==> src/blq_pkg.sv <==
// Shared types, constants and helper functions for the block index linked queue.
// Depends on nothing; every other file of the block imports it.
`default_nettype none

package blq_pkg;

   // Heap geometry. Both counts are powers of two, so index math is bit slicing.
   localparam int NUM_BLOCKS  = 4096;
   localparam int BLOCK_BYTES = 32768;
   localparam int IDX_W       = $clog2(NUM_BLOCKS);
   localparam int BLK_SHIFT   = $clog2(BLOCK_BYTES);

   // Fixed field widths.
   localparam int ADDR_W = 48;
   localparam int LINK_W = 12;
   localparam int CMD_W  = 3;

   // Beat layouts.
   localparam int REQ_DATA_W    = 112;
   localparam int REQ_ADDR_LSB  = 0;
   localparam int REQ_END_LSB   = REQ_ADDR_LSB + ADDR_W;
   localparam int REQ_LINK_LSB  = REQ_END_LSB + ADDR_W;
   localparam int REQ_ISEND_BIT = REQ_LINK_LSB + LINK_W;
   localparam int RSP_DATA_W    = 56;
   localparam int RSP_VALID_BIT = ADDR_W;
   localparam int RSP_ERROR_BIT = ADDR_W + 1;

   typedef logic [IDX_W-1:0]  idx_type;
   typedef logic [LINK_W-1:0] link_type;
   typedef logic [ADDR_W-1:0] addr_type;

   typedef enum logic [CMD_W-1:0] {
      CMD_APPEND       = 3'd0,
      CMD_APPEND_CHAIN = 3'd1,
      CMD_REMOVE       = 3'd2,
      CMD_CLEAR        = 3'd3,
      CMD_SET_LINK     = 3'd4
   } cmd_type;

   typedef enum logic [1:0] {
      ST_IDLE,
      ST_EXEC,
      ST_EXTRA
   } state_type;

   // One registered request, with addresses already turned into block indices.
   typedef struct packed {
      cmd_type  cmd;
      idx_type  blk_idx;
      idx_type  last_idx;
      link_type link;
      logic     is_end;
   } req_type;

   // Write requests into the two link tables.
   typedef struct packed {
      logic     next_we;
      idx_type  next_addr;
      link_type next_data;
      logic     end_we;
      idx_type  end_addr;
      logic     end_data;
   } mem_wr_type;

   // Byte address to block index: offset from the base, wrapped, then sliced.
   function automatic idx_type addr_to_index(input addr_type addr, input addr_type base);
      addr_type diff;
      diff = addr - base;
      return diff[BLK_SHIFT +: IDX_W];
   endfunction

   // Block index back to the aligned byte address of its block.
   function automatic addr_type index_to_addr(input idx_type idx, input addr_type base);
      addr_type offs;
      offs = ADDR_W'(idx) << BLK_SHIFT;
      return base + offs;
   endfunction

   // Block index as stored in a link entry.
   function automatic link_type idx_to_link(input idx_type idx);
      logic [LINK_W+IDX_W-1:0] ext;
      ext = {{LINK_W{1'b0}}, idx};
      return ext[LINK_W-1:0];
   endfunction

   // Follow a link: a zero code means the adjacent block; result wraps.
   function automatic idx_type link_target(input idx_type head, input link_type lnk);
      logic [LINK_W+IDX_W-1:0] ext;
      ext = {{IDX_W{1'b0}}, lnk};
      if (lnk == '0) begin
         return head + idx_type'(1);
      end
      return ext[IDX_W-1:0];
   endfunction

endpackage

`default_nettype wire

==> src/blq_req_stage.sv <==
// Input register of the queue: captures one request beat and converts its
// addresses into block indices. Depends on blq_pkg.
`default_nettype none

module blq_req_stage
   import blq_pkg::*;
(
   input  wire logic                  clock,
   input  wire logic                  load,
   input  wire logic [REQ_DATA_W-1:0] in_tdata,   // block_addr, chain_end_addr, link_index,
                                                  // link_is_end
   input  wire logic [CMD_W-1:0]      in_tuser,   // command
   input  wire addr_type              heap_base,
   output req_type                    req
);

   req_type  req_ff;
   req_type  req_in;
   cmd_type  cmd;
   addr_type blk_addr;
   addr_type end_addr;

   // Unpack the beat and compute both indices.
   always_comb begin
      cmd             = cmd_type'(in_tuser);
      blk_addr        = in_tdata[REQ_ADDR_LSB +: ADDR_W];
      end_addr        = in_tdata[REQ_END_LSB +: ADDR_W];
      req_in.cmd      = cmd;
      req_in.blk_idx  = addr_to_index(blk_addr, heap_base);
      req_in.link     = in_tdata[REQ_LINK_LSB +: LINK_W];
      req_in.is_end   = in_tdata[REQ_ISEND_BIT];
      // A single append ends at its own block.
      if (cmd == CMD_APPEND) begin
         req_in.last_idx = req_in.blk_idx;
      end else begin
         req_in.last_idx = addr_to_index(end_addr, heap_base);
      end
   end

   // Payload register, loaded on an accepted beat.
   always_ff @(posedge clock) begin
      if (load) begin
         req_ff <= req_in;
      end
   end

   assign req = req_ff;

endmodule

`default_nettype wire

==> config.mk <==
export PLATFORM = sky130hd
export DESIGN_NAME = blq_req_stage
export DESIGN_NICKNAME = d
export VERILOG_FILES = /design/src/blq_pkg.sv /design/src/blq_req_stage.sv
export SDC_FILE = /design/constraint.sdc
export NUM_CORES = 1
export LEC_CHECK = 0
export BUFFER_PORTS_ARGS = -buffer_cell sky130_fd_sc_hd__buf_2
export CAP_MARGIN = 20
export CORE_MARGIN = 2
export CORE_UTILIZATION = 35
export CTS_CLUSTER_SIZE = 24
export DETAILED_ROUTE_END_ITERATION = 10
export MAX_ROUTING_LAYER = met4
export PLACE_DENSITY = 0.69
export SLEW_MARGIN = 20
export SYNTH_ARGS = -nofsm -noshare
export SYNTH_HDL_FRONTEND = slang
export SYNTH_SLANG_ARGS = --single-unit
==> constraint.sdc <==
create_clock -name clock -period 3.6 [get_ports clock]
set_input_delay 0.18 -clock clock [delete_from_list [all_inputs] [get_ports clock]]
set_output_delay 0.18 -clock clock [all_outputs]
set_load 0.02 [all_outputs]
Word level (Yosys, flattened, before mapping)
Cells that the tools add are included.
Widths: inputs -> output; s select.
{"block": "classes", "mux": 1, "n_reduce_logical": 1, "addsub": 2}
{"operator": "$sub 27x27->27", "count": 2}
{"operator": "$mux 12", "count": 1}
{"operator": "$logic_not 3->1", "count": 1}
{"block": "totals", "inputBits": 165, "regBits": 40, "wordCells": 9, "output_inout_bits": 40}

Depth between registers and ports, before layout
Gate-level depths: netlist of the first run.
{"block": "depth", "depth_word": 2, "ltp_mapped": 11, "depth_no_buf": 11}

Least setup slack after synthesis of the first run
OpenSTA, ideal clock, no wires.
{"block": "synth_path", "path_type": "input-to-reg", "start": "input port heap_base[1]", "end": "register req_ff, in the netlist req[23] (data pin)", "required_time_ns": 3.340, "stages": 10, "arrival_ns": 2.444, "slack_ns": 0.897, "setup_time_ns": 0.260, "path_cell_list": "inv_1 > ha_1 > a2111o_1 > a2111oi_4 > nor3_2 > o311a_1 > o21a_1 > or2_4 > xor2_2 > mux2_2"}
{"item": "from (decl)", "line": "blq_req_stage.sv:13", "source": "input wire addr_type heap_base,"}
{"item": "to (signal assigned)", "line": "blq_req_stage.sv:43", "source": "req_ff <= req_in;"}
{"item": "to (decl)", "line": "blq_req_stage.sv:17", "source": "req_type req_ff;"}

==> reports/metrics.csv, run 1 <==
metric,value,unit
antenna_found_initial,1,
antenna_left,0,
ctsResizeCount,0,
hp-start,in_tdata[97],
via_per_inst,4.87,
first_pass_iters,4,
maxCapViolCount,0,
fin_crit_sh,0.750,
largest_reg_flops,40,
die_x,97.6,um
hold_violations,0,
fmax,0.371,GHz
grt_max_degree,41,
port_buffers,138,
synth_top_area_cell,edfxtp_1,
htreeDepth,2,
io_pins,205,
tns,0,ns
dpl_cell_area,3890,um^2
cts_sinks,40,
whs,0.0639,ns
die-area,9520,um^2
cp-end-kind,flip-flop,
tightest_slew,0.877,ns
cp.required,3.63,ns
ys_ff_latch,40,
cts_setup_buffers,0,
grt_pass1_vias,2640,
power_per_cell_area,367,nW/um^2
final_common_cell,buf_2,
multi_input_area,1740,um^2
cts-root-buf,clkbuf_8,
hold-path-cell-count,1,
fin_nets,649,
worstHoldEndpoint,req[2]$_DFFE_PP_,
start_util,0.357,
rsz0062_at_grt,no,
fin_area,4000,um^2
synth_cells,290,
p_leak,1.96,nW
min_period,2.70,ns
wire_per_inst,13.9,um
slew_violations,0,
totalWireLength,7570,um
row_count,34,
vias,2648,
timing.slew.headroom,0.416,
worstHoldPathType,input port to flip-flop,
drc_errors,0,
path_class,input port to flip-flop,
netlist_area,3060,um^2
fillers,850,
fp.dieH,97.6,um
cts_buffers,5,
power,1.47,mW
synth-warning-count,0,
area_growth_syn_to_layout,30.6,%
dp_hpwl,6460,um
synth.distinct_cells,47,
cpPeakStageDelay,0.43,ns
setup_viol,0,
outcome,finished clean,
critPathLaunchType,input port,
grt_pass1_wl,12200,um
use_met2,0.274,
avgSynthCellArea,10.6,um^2
clk_path_buf_depth,2,
final_cell_mix,"buf_2 (138), ha_1 (50), edfxtp_1 (40)",
seq_area,1200,um^2
grt_overflow,0,
synth_flop_cell,edfxtp_1,
gr-max-usage-layer,met2,
use_met3,0.0194,
place.gp.congestion,0.876,
vdd_drop_max,141,uV
worstPathMaxFanout,3,
synth.top_cell.area_share,0.392,
globalRouteTotalUtil,0.162,
seq_area_frac_synth,0.392,
cts_tree,built,
path_cells,"buf_2, inv_1, ha_1, a2111o_1, a2111oi_4, nor3_2, o311a_1, o21a_1, or2_4, a21oi_1, xor3_1",
synth_nets,505,
ctsHoldBuffers,0,
synthArstFlopShare,0,
use_met1,0.200,
drt_iter0_markers,97,
core_area,8590,um^2
synth_edf_count,40,
synthTopCellsByArea,"edfxtp_1 (39%), ha_1 (20%), xnor2_1 (4.0%)",
drive_above_1_share,0.359,
clk_pin_slew,0.08,ns
slowest_stage,a2111o_1,
critPathArrivalTime,2.72,ns
==> synthesized netlist by cell type, types with 2 or more instances <==
master and number:
a211o_1 3, nor3b_1 3, nor2_1 18, mux2_2 2
nand2b_1 3, o21ai_1 3, xor2_1 6, o21ai_0 11
nand2_1 14, o21a_1 3, a31oi_1 2, ha_1 50
o211ai_1 5, nor2b_1 4, a2111o_1 2, o21bai_1 4
a211oi_1 2, edfxtp_1 40, inv_1 30, xnor2_1 14
nand3_1 8, nor3_1 3, a21o_1 11, a21oi_1 22
o31ai_1 2, nand4_1 4
==> power breakdown <==
| part | switching [mW] | internal (mW) |
|---|---|---|
| Clock | 0.148 | 0.205 |
| Sequential | 0.0134 | 0.592 |
| Combinational | 0.294 | 0.216 |
| Total | 0.455 | 1.01 |
==> routing by layer <==
layer	wire, um	share of wire
met3	372	0.049
met2	3690	0.49
met5	0	0
met4	163	0.022
met1	3340	0.44
==> worst max-delay path by stage <==
stage | endpoint | start | slack (ns)
5_1_grt | req[36]$_DFFE_PP_ | heap_base[1] | 0.79
3_3_place_gp | req[23]$_DFFE_PP_ | heap_base[1] | 0.63
4_1_cts | req[36]$_DFFE_PP_ | heap_base[1] | 0.91
2_1_floorplan | req[23]$_DFFE_PP_ | heap_base[1] | 0.90
3_5_place_dp | req[36]$_DFFE_PP_ | heap_base[1] | 0.60
6_report | req[36]$_DFFE_PP_ | heap_base[1] | 0.90
==> cell families (layout without fill, tap and decap cells) <==
group | Yosys count | count (layout) | synth area share
AO/OA/AOI/OAI | 81 | 81 | 0.184
XOR/XNOR | 22 | 22 | 0.0702
adder cells (fa/ha/maj) | 50 | 50 | 0.204
buffers and inverters | 32 | 177 | 0.0396
flip-flops | 40 | 40 | 0.392
multiplexers | 2 | 2 | 0.00735
other | 0 | 1 | 0
AND/OR/NAND/NOR | 63 | 63 | 0.102
==> critical path: cells and delay by family <==
family / cells / cell delay, ns
buffers and inverters: 2 / 0.12
and+or+nand+nor: 2 / 0.35
adders and majority gates: 1 / 0.26
xor gates and xnor gates: 1 / 0.24
AOI/OAI and AO/OA: 5 / 1.56
==> per-stage QoR <==
stage | cells | util | worst slack (ns)
6_report | 544 | 0.466 | 0.901
5_1_grt | 544 | 0.466 | 0.786
4_1_cts | 543 | 0.465 | 0.906
3_5_place_dp | 535 | 0.453 | 0.601
3_3_place_gp | 535 | 0.453 | 0.631
2_1_floorplan | 290 | - | 0.897
==> final cells by class <==
type | count | share of cell area
Inverter | 30 | 0.0281
Sequential cell | 40 | 0.300
Clock buffer | 5 | 0.0172
Clock inverter | 3 | 0.0106
Timing Repair Buffer | 139 | 0.174
Multi-Input combinational cell | 218 | 0.435
Tap cell | 108 | 0.0338
Antenna cell | 1 | 0.000625
Power figures use the tool's default switching activity.
==> run 2, diff against run 1 <==
--- a/config.mk
+++ b/config.mk
@@ -12,7 +12,7 @@
 export CTS_CLUSTER_SIZE = 24
 export DETAILED_ROUTE_END_ITERATION = 10
 export MAX_ROUTING_LAYER = met4
-export PLACE_DENSITY = 0.69
+export PLACE_DENSITY = 0.72
 export SLEW_MARGIN = 20
 export SYNTH_ARGS = -nofsm -noshare
 export SYNTH_HDL_FRONTEND = slang
==> constraint.sdc (replaced) <==
create_clock -name clock -period 2.4 [get_ports clock]
set_input_delay 0.12 -clock clock [delete_from_list [all_inputs] [get_ports clock]]
set_output_delay 0.12 -clock clock [all_outputs]
set_load 0.02 [all_outputs]
==> run 2 against run 1 <==
Against the previous run:
- the flow now finishes with violations (negative setup slack)
- non-clock buffer count is 57 higher
- critical path depth stayed put
- combinational power is 88% higher
- design area is 18% higher
- count of clock-buffer cells in the layout stayed put
- clock power is 51% higher
- global-route usage is 1.1 points higher
- via count is 9.7% higher
- critical path type unchanged
- critical endpoint is now req[23]$_DFFE_PP_
==> reports/metrics.csv, run 2 (synthesized netlist as in run 1, its figures left out) <==
metric,value,unit
antenna_left,0,
fin_nets,706,
grt_max_degree,41,
use_met1,0.204,
tns,-0.0432,ns
whs,0.00881,ns
path_class,input port to flip-flop,
timing.slew.headroom,0.436,
drive_above_1_share,0.478,
globalRouteTotalUtil,0.174,
place_inst,579,
violations,negative setup slack,
tightest_slew,0.846,ns
htreeDepth,2,
setup_slack,-0.0432,ns
antenna_found_initial,0,
critPathArrivalTime,2.49,ns
core_area,8590,um^2
cp.required,2.44,ns
critPathLaunchType,input port,
outcome,"complete, but fails checks",
hold_violations,0,
drt_iter0_markers,117,
slew_violations,0,
use_met3,0.0209,
final_core_util,0.549,
die-area,9520,um^2
cts_tree,built,
first_pass_iters,6,
vias,2906,
via_per_inst,4.84,
io_pins,205,
dpl_cell_area,4240,um^2
totalWireLength,8440,um
area_growth_syn_to_layout,54.0,%
worstHoldPathType,input port to flip-flop,
cts_sinks,40,
setup_viol,1,
min_period,2.44,ns
grt_overflow,0,
gr-max-usage-layer,met2,
clk_pin_slew,0.08,ns
largest_reg_flops,40,
vdd_drop_max,257,uV
worstPathMaxFanout,2,
fmax,0.409,GHz
grt_pass1_vias,2940,
path_cells,"buf_8, inv_8, ha_4, a2111o_1, a2111oi_4, nor3_2, o311a_1, o21a_1, or2_4, xor2_2, mux2_4",
final_common_cell,buf_2,
cts_buffers,5,
die_x,97.6,um
num_antenna_cells,0,
fp.dieH,97.6,um
cp-end-kind,flip-flop,
slowest_stage,a2111o_1,
wire_per_inst,14.1,um
p_leak,2.27,nW
cpPeakStageDelay,0.41,ns
final_cell_mix,"buf_2 (136), buf_4 (47), ha_1 (40), edfxtp_1 (40), inv_1 (27)",
grt_pass1_wl,13200,um
stdcell_count,600,
maxCapViolCount,0,
fin_crit_sh,1.02,
drc_errors,0,
clk_path_buf_depth,2,
cts-root-buf,clkbuf_8,
fin_area,4720,um^2
start_util,0.357,
power_per_cell_area,509,nW/um^2
dp_hpwl,6800,um
place.gp.congestion,0.891,
row_count,34,
use_met2,0.309,
port_buffers,138,
rsz0062_at_grt,yes,
run 2: cell count changes in the layout (fill, tap and decap cells not counted), sizes merged:
cell and change:
buf +47, dlygate4sd3 +10, diode -1
run 2: critical path: cells and delay by family:
| kind | cells | cell delay [ns] |
|---|---|---|
| fa+ha+maj | 1 | 0.18 |
| mux | 1 | 0.27 |
| xor+xnor | 1 | 0.15 |
| simple gates | 2 | 0.34 |
| compound gates | 4 | 1.29 |
| buf+inv | 2 | 0.14 |
run 2: what timing repair did:
item                                    4_1_cts  5_1_grt
pin swaps                                    12       21
buffers inserted                              2        1
hold buffers                                  6        4
hold endpoints to repair                      6        4
endpoints found under the setup margin        4        9
gates resized for setup                      12       33
run 2: through the flow:
| stage | power, mW | setup slack (ns) |
|---|---|---|
| after CTS | 2.35 | -0.137 |
| after global placement | 1.76 | -0.487 |
| after global routing | 2.54 | -0.114 |
| after floorplan | 1.42 | -0.208 |
| final | 2.40 | -0.0432 |
| after detailed placement | 1.79 | -0.515 |
run 2: where the power goes:
| part | leakage (nW) | internal [mW] | switching (mW) |
|---|---|---|---|
| clock network | 0.0541 | 0.307 | 0.227 |
| registers | 0.392 | 0.888 | 0.0204 |
| logic | 1.83 | 0.456 | 0.506 |
run 2: worst paths after layout:
kind,start,cells after the start,endpoint,slack (ns)
max,heap_base[1],11,req[23]$_DFFE_PP_,-0.04
min,in_tdata[100],1,req[5]$_DFFE_PP_,0.009
run 2: routing by layer:
metal,vias to the layer above,part of all wire
met2,94,0.51
met1,1309,0.42
met3,18,0.043
met5,-,0
met4,0,0.024
li1,1485,-
run 2: area by class of cell:
class                   instances  area, um^2
fillers                       753        3870
multi-input cells             218        1980
flip-flops and latches         40        1200
repair buffers                196        1170
well taps                     108         135
inverters                      30         120
clock buffers                   5        68.8
clock inverters                 3        42.5
==> run 3, diff against run 2 <==
--- a/config.mk
+++ b/config.mk
@@ -12,7 +12,7 @@
 export CTS_CLUSTER_SIZE = 24
 export DETAILED_ROUTE_END_ITERATION = 10
 export MAX_ROUTING_LAYER = met4
-export PLACE_DENSITY = 0.72
+export PLACE_DENSITY = 0.75
 export SLEW_MARGIN = 20
 export SYNTH_ARGS = -nofsm -noshare
 export SYNTH_HDL_FRONTEND = slang
==> constraint.sdc (replaced) <==
create_clock -name clock -period 2.5 [get_ports clock]
set_input_delay 0.125 -clock clock [delete_from_list [all_inputs] [get_ports clock]]
set_output_delay 0.125 -clock clock [all_outputs]
set_load 0.02 [all_outputs]
==> run 3 against run 2 <==
Against the previous run:
- utilization is 2.8 points lower
- count of clock-buffer cells in the layout stayed put
- non-clock buffer count is 13 lower
- setup slack better by 0.043 ns
- final cell count is 2.3% lower
- clock power is 11% higher
- the run still ends with negative setup slack left
- worst hold slack better by 0.0041 ns
- largest cell class unchanged
- wire length is 4.2% lower
- via count is 3.2% lower
- first-iteration DRC count is 19% lower
- sequential power is 4.1% lower
==> reports/metrics.csv, run 3 (synthesized netlist as in run 1, its figures left out) <==
metric,value,unit
seqPwrFrac,0.377,
dp_hpwl,6810,um
fin_nets,693,
drive_above_1_share,0.444,
pwr-share-clk,0.257,
critPathArrivalTime,2.54,ns
grt_pass1_vias,2777,
cp_num_buf_inv,2,
antenna_left,0,
port_buffers,138,
cts_sinks,40,
clk_pin_slew,0.07,ns
via_per_inst,4.80,
largest_reg_flops,40,
fillers,791,
violations,negative setup slack,
cts-root-buf,clkbuf_8,
timing.slew.headroom,0.440,
io_pins,205,
num_antenna_cells,0,
power_per_cell_area,516,nW/um^2
worstHoldPathType,input port to flip-flop,
critPathLaunchType,input port,
worstPathMaxFanout,2,
rsz0062_at_grt,yes,
outcome,"complete, but fails checks",
cp-end-kind,flip-flop,
grt_max_degree,41,
cp.required,2.54,ns
p_sw_frac,0.294,
fin_crit_sh,1.00,
place_worst_setup_slack,-0.413,ns
die-area,9520,um^2
netSwitchingPower,0.679,mW
wire_per_inst,13.8,um
cts_buffers,5,
vias,2814,
clk_path_buf_depth,2,
die_x,97.6,um
final_cell_mix,"buf_2 (136), ha_1 (48), buf_4 (41)",
htreeDepth,2,
hold_violations,0,
drt_iter0_markers,95,
setup_viol,1,
vdd_drop_max,280,uV
maxCapViolCount,0,
first_pass_iters,4,
final_core_util,0.521,
globalRouteTotalUtil,0.170,
min_period,2.50,ns
slew_violations,0,
place.gp.congestion,0.911,
antenna_found_initial,0,
p_int,1.63,mW
tightest_slew,0.840,ns
totalWireLength,8080,um
setup_slack,-0.000226,ns
cpPeakStageDelay,0.41,ns
start_util,0.357,
p_comb_frac,0.366,
hp-start,in_tdata[103],
fp.dieH,97.6,um
row_count,34,
core_area,8590,um^2
final_common_cell,buf_2,
grt_pass1_wl,12900,um
fmax,0.400,GHz
p_leak,2.21,nW
path_class,input port to flip-flop,
slowest_stage,a2111oi_4,
path_delay_family,compound AO/OA/AOI/OAI gates,
cts_tree,built,
grt_overflow,0,
critPathLaunch,heap_base[5],
path_cells,"buf_2, inv_1, ha_1, a21oi_1, o22ai_2, a2111oi_4, nor3_2, o311a_1, o21a_1, or2_4, xor2_2, mux2_4",
area_growth_syn_to_layout,46.1,%
drc_errors,0,
## run 3: changes by cell type in the layout (fill, tap and decap cells not counted), sizes merged
cell	before	now
clkinv	1	0
dlygate4sd3	10	4
clkinvlp	1	0
bufinv	1	2
buf	186	179
## run 3: worst paths after layout
path	endpoint	slack, ns	cells past startpoint
worst max-delay path	req[23]$_DFFE_PP_	-0.0002	12
worst min-delay path	req[8]$_DFFE_PP_	0.01	1
## run 3: final cells by class
cell class                      instances  area [um^2]  area share
Timing Repair Buffer                  183         1050       0.236
Clock buffer                            5         68.8      0.0154
Tap cell                              108          135      0.0302
Multi-Input combinational cell        218         1840       0.410
Clock inverter                          2         60.1      0.0134
Inverter                               30          120      0.0268
Sequential cell                        40         1200       0.268
## run 3: what timing repair did
item | in CTS | in global routing
setup buffers | 3 | 0
gates resized for setup | 6 | 17
setup endpoints to repair | 5 | 8
cloned | 0 | 0
hold endpoints to repair | 2 | 2
hold buffers | 2 | 2
pin swaps | 6 | 4
## run 3: power groups by stage
stage | sequential [mW] | clock [mW] | combinational, mW
floorplan | 1.01 | 0 | 0.361
global placement | 0.884 | 0 | 0.787
detailed placement | 0.888 | 0 | 0.807
CTS | 0.873 | 0.610 | 0.818
global route | 0.879 | 0.639 | 0.927
finish | 0.871 | 0.594 | 0.846
## run 3: stage by stage
| stage | hold WS [ns] | power (mW) | std cells | area, um^2 | setup TNS (ns) |
|---|---|---|---|---|---|
| after global routing | 0.000967 | 2.45 | 586 | 4480 | -0.195 |
| after CTS | 0.00124 | 2.30 | 584 | 4380 | -0.127 |
| after floorplan | 0.224 | 1.37 | 290 | 3090 | -0.183 |
| after global placement | 0.303 | 1.67 | 572 | 4190 | -3.00 |
| after detailed placement | 0.304 | 1.69 | 572 | 4190 | -3.27 |
| final | 0.0129 | 2.31 | 586 | 4480 | -0.000226 |
## run 3: routing by layer
metal	wire [um]	up-vias	track usage
met2	4100	78	0.292
met5	0	-	-
met3	328	6	0.0216
li1	-	1455	-
met4	83	0	0.0459
met1	3570	1275	0.213
